--- src/rtl/alu8f_pkg.sv ---
// ----------------------------------------------------------------------------
// alu8f_pkg
// Operation codes and flag layout shared by the 8-bit ALU and its top level.
// ----------------------------------------------------------------------------
package alu8f_pkg;

  localparam int unsigned DataW = 8;
  localparam int unsigned WideW = 16;
  localparam int unsigned CmdW  = 4;
  localparam int unsigned FlagW = 4;

  localparam logic [WideW-1:0] HighMask = 16'hff00;
  localparam logic [DataW-1:0] SignBit  = 8'h80;

  typedef enum logic [CmdW-1:0] {
    CMD_ADD  = 4'd0,
    CMD_SUB  = 4'd1,
    CMD_NEG  = 4'd2,
    CMD_SHL  = 4'd3,
    CMD_SHLC = 4'd4,
    CMD_INC  = 4'd5,
    CMD_ADC  = 4'd6,
    CMD_SBC  = 4'd7,
    CMD_NOT  = 4'd8,
    CMD_AND  = 4'd9,
    CMD_OR   = 4'd10,
    CMD_XOR  = 4'd11,
    CMD_ZERO = 4'd12,
    CMD_NOP  = 4'd13,
    CMD_SHR  = 4'd14,
    CMD_SHRC = 4'd15
  } cmd_t;

  typedef struct packed {
    logic overflow;
    logic sign;
    logic zero;
    logic carry;
  } flags_t;

endpackage

--- src/rtl/alu_8bit_with_flags.sv ---
// ----------------------------------------------------------------------------
// alu_8bit_with_flags
// Two-stage valid/ready wrapper around an 8-bit ALU with four flags.
// ----------------------------------------------------------------------------
// Input channel: in_valid/in_ready carry one beat of cmd, operand_a,
// operand_b and carry_in. Output channel: out_valid/out_ready carry one
// beat of result and flags (bit3 overflow, bit2 sign, bit1 zero, bit0 carry).
// Each input beat gives exactly one output beat, in order.
// A beat accepted into the input register passes through the ALU logic into
// the result register, which holds its answer until the receiver takes it.
// Throughput: one beat per cycle while the receiver keeps taking result
// beats, set by the single ALU pass.
// Reset (rst, synchronous, active high) empties both stages; out_valid and
// in_ready follow from there. When the receiver stalls, the result register
// holds its beat, the input register fills, and in_ready drops only once
// both stages are full.
// ----------------------------------------------------------------------------
module alu_8bit_with_flags (
  input  logic                          clk,
  input  logic                          rst,
  input  logic                          in_valid,
  output logic                          in_ready,
  input  logic [alu8f_pkg::CmdW-1:0]    cmd,
  input  logic [alu8f_pkg::DataW-1:0]   operand_a,
  input  logic [alu8f_pkg::DataW-1:0]   operand_b,
  input  logic                          carry_in,
  output logic                          out_valid,
  input  logic                          out_ready,
  output logic [alu8f_pkg::DataW-1:0]   result,
  output logic [alu8f_pkg::FlagW-1:0]   flags
);

  logic                        s1_valid;
  logic                        s1_ready;
  alu8f_pkg::cmd_t             s1_cmd;
  logic [alu8f_pkg::DataW-1:0] s1_a;
  logic [alu8f_pkg::DataW-1:0] s1_b;
  logic                        s1_c;

  logic [alu8f_pkg::DataW-1:0] alu_result;
  alu8f_pkg::flags_t           alu_flags;
  alu8f_pkg::flags_t           flags_q;

  assign s1_ready = !out_valid || out_ready;
  assign in_ready = !s1_valid || s1_ready;

  // advance the input stage
  always_ff @(posedge clk) begin
    if (rst) begin
      s1_valid <= 1'b0;
    end else if (in_ready) begin
      s1_valid <= in_valid;
    end
  end

  always_ff @(posedge clk) begin
    if (in_valid && in_ready) begin
      s1_cmd <= alu8f_pkg::cmd_t'(cmd);
      s1_a   <= operand_a;
      s1_b   <= operand_b;
      s1_c   <= carry_in;
    end
  end

  alu8f_core u_core (
    .cmd       (s1_cmd),
    .operand_a (s1_a),
    .operand_b (s1_b),
    .carry_in  (s1_c),
    .result    (alu_result),
    .flags     (alu_flags)
  );

  // hold the result beat until taken
  always_ff @(posedge clk) begin
    if (rst) begin
      out_valid <= 1'b0;
    end else if (s1_ready) begin
      out_valid <= s1_valid;
    end
  end

  always_ff @(posedge clk) begin
    if (s1_valid && s1_ready) begin
      result  <= alu_result;
      flags_q <= alu_flags;
    end
  end

  assign flags = flags_q;

  a_full_stall: assert property (@(posedge clk) disable iff (rst)
    (s1_valid && out_valid && !out_ready) |-> !in_ready)
    else $error("input accepted while both stages are full and stalled");

  a_advance: assert property (@(posedge clk) disable iff (rst)
    (s1_valid && s1_ready) |=> out_valid)
    else $error("input stage beat lost on its way to the result register");

  a_zero_flag: assert property (@(posedge clk) disable iff (rst)
    out_valid |-> (flags[1] == (result == 8'h00)))
    else $error("zero flag disagrees with result");

  a_reset_empty: assert property (@(posedge clk)
    rst |=> (!out_valid && !s1_valid))
    else $error("pipeline not empty after reset");

endmodule

--- src/rtl/alu8f_core.sv ---
// ----------------------------------------------------------------------------
// alu8f_core
// Single-pass 8-bit operation with a 16-bit intermediate and four flags.
// ----------------------------------------------------------------------------
module alu8f_core (
  input  alu8f_pkg::cmd_t                  cmd,
  input  logic [alu8f_pkg::DataW-1:0]      operand_a,
  input  logic [alu8f_pkg::DataW-1:0]      operand_b,
  input  logic                             carry_in,
  output logic [alu8f_pkg::DataW-1:0]      result,
  output alu8f_pkg::flags_t                flags
);

  logic [alu8f_pkg::WideW-1:0] a_w;
  logic [alu8f_pkg::WideW-1:0] b_w;
  logic [alu8f_pkg::WideW-1:0] c_w;
  logic [alu8f_pkg::WideW-1:0] t;
  logic                        ovf;

  assign a_w = {8'h00, operand_a};
  assign b_w = {8'h00, operand_b};
  assign c_w = {15'h0000, carry_in};

  always_comb begin
    t   = '0;
    ovf = 1'b0;
    case (cmd)
      alu8f_pkg::CMD_ADD: begin
        t   = a_w + b_w;
        ovf = |((operand_a ^ t[7:0]) & (operand_b ^ t[7:0]) & alu8f_pkg::SignBit);
      end
      alu8f_pkg::CMD_SUB: begin
        t   = a_w - b_w;
        ovf = |((operand_a ^ operand_b) & (operand_a ^ t[7:0]) & alu8f_pkg::SignBit);
      end
      alu8f_pkg::CMD_NEG:  t = 16'h0000 - a_w;
      alu8f_pkg::CMD_SHL:  t = {a_w[14:0], 1'b0};
      alu8f_pkg::CMD_SHLC: t = {a_w[14:0], 1'b0} + c_w;
      alu8f_pkg::CMD_INC:  t = a_w + 16'h0001;
      alu8f_pkg::CMD_ADC: begin
        t   = a_w + b_w + c_w;
        ovf = |((operand_a ^ t[7:0]) & (operand_b ^ t[7:0]) & alu8f_pkg::SignBit);
      end
      alu8f_pkg::CMD_SBC: begin
        t   = a_w - b_w - c_w;
        ovf = |((operand_a ^ operand_b) & (operand_a ^ t[7:0]) & alu8f_pkg::SignBit);
      end
      alu8f_pkg::CMD_NOT:  t = alu8f_pkg::HighMask | {8'h00, ~operand_a};
      alu8f_pkg::CMD_AND:  t = a_w & b_w;
      alu8f_pkg::CMD_OR:   t = a_w | b_w;
      alu8f_pkg::CMD_XOR:  t = a_w ^ b_w;
      alu8f_pkg::CMD_ZERO: t = '0;
      alu8f_pkg::CMD_NOP:  t = a_w;
      alu8f_pkg::CMD_SHR:  t = {7'h00, operand_a[0], 1'b0, operand_a[7:1]};
      alu8f_pkg::CMD_SHRC: t = {7'h00, operand_a[0], carry_in, operand_a[7:1]};
      default: begin
        t   = '0;
        ovf = 1'b0;
      end
    endcase
  end

  assign result         = t[7:0];
  assign flags.overflow = ovf;
  assign flags.sign     = t[7];
  assign flags.zero     = (t[7:0] == 8'h00);
  assign flags.carry    = |(t & alu8f_pkg::HighMask);

endmodule
--- config.mk ---
export PLATFORM = sky130hd
export DESIGN_NAME = alu_8bit_with_flags
export DESIGN_NICKNAME = d
export VERILOG_FILES = /design/src/rtl/alu8f_pkg.sv /design/src/rtl/alu_8bit_with_flags.sv /design/src/rtl/alu8f_core.sv
export SDC_FILE = /design/constraint.sdc
export NUM_CORES = 1
export LEC_CHECK = 0
export BUFFER_PORTS_ARGS = -buffer_cell sky130_fd_sc_hd__buf_2
export CORE_ASPECT_RATIO = 0.8
export CORE_MARGIN = 4
export CORE_UTILIZATION = 55
export DETAILED_ROUTE_END_ITERATION = 6
export PLACE_DENSITY = 0.75
export SYNTH_ARGS = -nofsm -noshare
export SYNTH_HDL_FRONTEND = slang
export SYNTH_SLANG_ARGS = --single-unit
--- constraint.sdc ---
create_clock -name clk -period 4.5 [get_ports clk]
set_input_delay 0.225 -clock clk [delete_from_list [all_inputs] [get_ports clk]]
set_output_delay 0.225 -clock clk [all_outputs]
set_load 0.03 [all_outputs]
Yosys cells after proc, flatten, opt, wreduce, memory -nomap -nowiden
Index checks and enable logic that the tools add are counted.
- equal/unequal tests: 15
- multiplexer cells: 2
- add/subtract/negate cells: 7
- magnitude comparators: 0
- shift operators: 0
- multipliers: 0
- reduce and logical (&&, ||, !) cells: 9
- bitwise operators: 15
- divide/modulo/power cells: 0
- operators with widths (operator ; count):
    case mux 16 bit (16 select lines) ; 1
    bitwise XOR 8 bit ; 8
    bitwise AND 8 bit ; 5
    equality test 4 bit (second input constant) ; 8
    adder 16 x 1 -> 16 bit ; 1
    equality test 4 x 3 -> 1 bit (second input constant) ; 4
    subtractor 16 x 1 -> 16 bit ; 1
    adder 9 x 1 -> 10 bit ; 1
    adder 8 x 1 -> 9 bit (second input constant) ; 1
    adder 8 x 8 -> 9 bit ; 1
    subtractor 1 x 8 -> 9 bit (first input constant) ; 1
    subtractor 8 x 8 -> 9 bit ; 1
    equality test 4 x 2 -> 1 bit (second input constant) ; 2
    zero test 8 bit ; 1
    NOT 8 bit ; 1
    OR 8 bit ; 1
    OR reduction 8 bit ; 1
    equality test 4 x 1 -> 1 bit (second input constant) ; 1
    zero test 4 bit ; 1
    case mux 1 bit (4 select lines) ; 1
    logical AND 1 bit ; 2
    zero test 1 bit ; 2
    logical OR 1 bit ; 2
- ROM bits: 0
- bits in writable memories: 0
- bits in registers: 35
- memories: 0
- output and inout bits: 14
- input bits: 25
- bits in latches: 0

Longest topological paths before layout
- word-level depth: 5
- depth in mapped cells: 14

Hierarchy
A second synthesis with hierarchy kept.
- cells, all modules: 432
- area total of the unflattened synthesis: 3822.4 um2
- modules (own cells, without submodules) (module ; cells an instance ; area an instance (um2) ; seq. area each (um2) ; times used):
    alu8f_core ; 389 ; 2727.6 ; 0.0 ; 1
    alu_8bit_with_flags ; 43 ; 1094.8 ; 1031.0 ; 1

Least setup slack after synthesis
OpenSTA, ideal clock, no wires.
- path type: reg-to-reg
- from: register s1_a[0] (netlist name)
- to: register flags_q, in the netlist flags[1], data pin
- library setup time: 256 ps
- slack: 1261 ps
- period minus slack after synthesis: 3239 ps
- buffers on the path: 0
- cell stages (with the launch flop): 14
- arrival: 2983 ps
- required time: 4244 ps
- path through: edfxtp_1 -> inv_1 -> ha_1 -> inv_1 -> fa_1 -> nor2b_1 -> o311a_1 -> o311a_1 -> nor3_2 -> and3_1 -> nand3_1 -> o211ai_1 -> a31oi_1 -> o211a_1
- RTL lines (what ; line ; source):
    start, declared ; alu_8bit_with_flags.sv:36 ; logic [alu8f_pkg::DataW-1:0] s1_a;
    start signal, assigned ; alu_8bit_with_flags.sv:59 ; s1_a <= operand_a;
    end signal, assigned ; alu_8bit_with_flags.sv:86 ; flags_q <= alu_flags;
    end, declared ; alu_8bit_with_flags.sv:42 ; alu8f_pkg::flags_t flags_q;

==> metrics.md <==
| Metric | Value |
|---|---|
| Share of post-route cells with drive strength above 1 | `13.90%` |
| Proportion of power drawn by flip-flops and latches | `approximately two fifths` |
| Most used DFF post-synth | `edfxtp_1` |
| Max Transition Viols Final | `0` |
| Fin worst setup slack | `0.8387 ns` |
| Synth warn | `0` |
| Antenna-violating nets left | `0` |
| Die Height | `82.25 µm` |
| Sequential element share of the synthesized area | `26.41%` |
| Total overflow reported by the global router | `0` |
| Worst endpoint data arrival time | `3.72 ns` |
| DRT iter0 DRCs | `476` |
| Critical R2R Capture | `flags[1]` |
| Crit start category | `flop` |
| Setup violations, final | `0` |
| DRC viols | `0` |
| Count of state elements after synthesis | `34` |
| Mean routed wirelength per cell | `20.76 µm` |
| Cell internal pwr | `0.6214 mW` |
| Count of hold-fix buffers inserted at cts | `0` |
| Clock group share of total power | `22.7%` |
| Maximum frequency from static timing analysis | `273.1 MHz` |
| Transition time at the pin with the least slew margin | `approximately 1.1 ns` |
| Number of H-tree levels | `2` |
| Number of enable flip-flop cells after synthesis | `32` |
| Ys async rst share | `0%` |
| Row Count | `26` |
| Count of mapped cells out of synthesis | `460` |
| Leakage component of the power | `approximately 1.6 nW` |
| Max-slew headroom at the worst pin | `25.01%` |
| Initial core utilization | `57.96%` |
| Max IR drop VDD | `154.7 µV` |
| DR vias | `~3700` |
| Source-to-sink clock delay at the later pin of the worst-skew pair | `0.30 ns` |
| Max-cap viol count | `0` |
| Max Root-Sink Buffers | `2` |
| Count of TritonRoute iterations in the first routing pass | `6` |
| Critical path required time | `4.55 ns` |
| Total clock buffers created by CTS | `5` |
| Clock period minus worst slack | `3.661 ns` |
| Placeable core area | `6539 µm²` |
| Post-DP HPWL | `8.892 mm` |
| Net switching power figure | `0.3978 mW` |
| Result of the run | `finished, final reports clean` |
| Worst slack after detailed placement | `0.8906 ns` |
| Post-route clock period utilization | `between 80% and 90%` |
| Count of buffers inserted at the top-level ports | `38` |
| Die W | `between 100 and 150 µm` |
| Final total negative setup slack | `0 ns` |
| Flop2flop setup slack | `0.84 ns` |
| Die ar. | `8291 µm²` |
| Critical path buffers and inverters | `2` |
| Count of unique library cells instantiated by Yosys | `74` |
| Diodes inserted | `0` |
| Cts repair resizes | `0` |
| Critical path start-end classification | `flop to flop` |
| Top cell by count, worst path | `inv_1` |
| CP peak stage delay | `0.52 ns` |
| Finished layout cell area | `4048 µm²` |
| Hold path endpoint | `s1_a[6]` |
| Kind of cell with the highest combined delay on the critical path | `compound AO/OA/AOI/OAI gates` |
| Final nets | `540` |
| Cell at the root of the clock tree | `clkbuf_8` |
| RSZ-0062 raised after global routing | `false` |
| Combinational power share | `37.7%` |
| Endpoint type of the worst setup path | `flop` |
| Largest net degree at the start of global routing | `30` |
| Post-synthesis to final-layout area growth | `6.801%` |
| Worst hold slack | `between 0.09 and 0.1 ns` |
| Switching part of the total | `just under 40%` |
| Final weighted congestion in routability-driven placement | `1.022` |
| Cells on Worst Hold Path | `1` |
| Commonest cells after routing, fill and taps aside | `nor2_1, buf_2, a21oi_1` |
| Per-instance average area after synthesis | `8.239 µm²` |
| Post-synth net total | `around 520` |
| Worst Min Path Start | `operand_a[6]` |
| Wire length after detailed routing | `11.75 mm` |
| Area post-placement | `roughly 4000 µm²` |
| Number of antenna violations at the first check in global routing | `0` |
| Hold WC Path Type | `input port to flop` |
| List of cells traversed by the critical path | `inv_1 -> ha_1 -> inv_1 -> fa_1 -> nor2b_1 -> o311a_1 -> nor4_1 -> nor3_2 -> and3_1 -> o21a_1 -> o211ai_1 -> a31oi_1 -> o211a_1` |
| CTS sink count | `34` |
| Detail-routed via count per cell | `6.595` |
| Critical register-to-register path startpoint | `s1_a[0]` |
| Number of global-route vias before repair | `3383` |
| Final hold viol count | `0` |
| Number of setup buffers added after CTS | `0` |
| Worst Reg-to-Reg Cells | `13` |
| Post-Synthesis Cell Area | `3790 µm²` |
| Gr usage total | `28.86%` |
| Clock tree from TritonCTS | `built` |
| Highest-delay cell along the critical path | `edfxtp_1` |
| Wire length of the first global-routing pass | `between 15 and 20 mm` |
| Worst-case clock skew | `0.005920 ns` |
| Number of primary I/O pins | `39` |
| Pwr Density | `251.8 nW/µm²` |
| Clock-pin slew reported for the worst setup and hold paths after clock tree synthesis | `0.08 ns` |
| Maximum net fanout on the critical path | `8` |
kinds of logic (layout without fill, tap and decap cells):
kind of cell / count (synthesis) / count (layout) / share of synthesized area [%]
and+or+nand+nor: 176 / 176 / 24.27
DFF: 34 / 34 / 26.41
AOI/OAI and AO/OA: 137 / 137 / 24.89
xor gates and xnor gates: 15 / 15 / 4.325
muxes: 6 / 6 / 1.585
buffers and inverters: 58 / 80 / 6.900
adders and majority gates: 34 / 34 / 11.62
synth_stat cells, drive strengths merged, types with 4 or more instances:
library cell / number / area (µm²)
nor3: 20 / 105.1
inv: 30 / 112.6
nand2b: 10 / 62.56
nand3: 15 / 75.07
xnor2: 9 / 78.83
a211oi: 11 / 125.1
o31ai: 4 / 30.03
or2: 7 / 43.79
nor2: 38 / 142.6
or3: 6 / 37.54
nand2: 32 / 120.1
clkbuf: 7 / 26.28
o211ai: 7 / 52.55
edfxtp: 32 / 960.9
o21ai: 30 / 150.2
nor2b: 12 / 77.58
and2: 7 / 46.30
a21oi: 34 / 170.2
and3: 8 / 50.05
xor2: 5 / 62.56
o311a: 4 / 40.04
buf: 21 / 122.6
mux2i: 6 / 60.06
ha: 32 / 400.4
o22ai: 7 / 43.79
nand4: 5 / 31.28
a31oi: 10 / 62.56
nor4: 4 / 25.02
per-layer routing:
metal | vias up | part of all wire, % | global-route usage [%]
li1 | 1740 | - | -
met1 | 1707 | 43 | 40.00
met2 | 253 | 42 | 43.23
met3 | 33 | 13 | 8.396
met4 | 0 | 2.7 | 9.421
met5 | - | 0 | 0
worst max path at each step:
| stage | startpoint | endpoint | cells after the start |
|---|---|---|---|
| 3_3_place_gp | s1_a[0] | flags[1] | 13 |
| 5_1_grt | s1_a[0] | flags[1] | 13 |
| 2_1_floorplan | s1_a[0] | flags[1] | 13 |
| 6_report | s1_a[0] | flags[1] | 13 |
| 3_5_place_dp | s1_a[0] | flags[1] | 13 |
| 4_1_cts | s1_a[0] | flags[1] | 13 |
cell type report:
type	count	area, µm²
Clock buffer	6	72.57
Clock inverter	2	8.758
Fill cell	570	2491
Inverter	30	112.6
Multi-Input combinational cell	368	2527
Sequential cell	34	1001
Tap cell	84	105.1
Timing Repair Buffer	42	220.2
worst register-to-register path, cell delays in order (launching register included):
cell	delay, ns
edfxtp_1	0.52
inv_1	0.27
ha_1	0.19
inv_1	0.05
fa_1	0.46
nor2b_1	0.19
o311a_1	0.37
nor4_1	0.38
nor3_2	0.13
and3_1	0.22
o21a_1	0.18
o211ai_1	0.15
a31oi_1	0.08
o211a_1	0.24
sequential cells by signal, indices dropped and copies added (netlist names):
| register | count |
|---|---|
| out_valid | 1 |
| s1_b | 8 |
| result | 8 |
| s1_valid | 1 |
| s1_c | 1 |
| flags | 3 |
| s1_cmd | 4 |
| s1_a | 8 |
power by group through the flow:
stage	Clock, mW	Combinational, mW	Sequential (mW)
after detailed placement	0	0.372	0.410
after floorplan	0	0.281	0.405
final	0.231	0.384	0.404
after CTS	0.228	0.374	0.403
after global placement	0	0.368	0.409
after global routing	0.243	0.416	0.407
metrics by stage:
step / instances / power (mW) / util [%]
after detailed placement: 558 / 0.7813 / 60.66
after global routing: 566 / 1.067 / 61.90
after CTS: 566 / 1.005 / 61.90
after floorplan: 460 / 0.6855 / -
after global placement: 558 / 0.7766 / 60.66
final: 566 / 1.019 / 61.90
No activity file was read; power rests on OpenSTA's default activity.
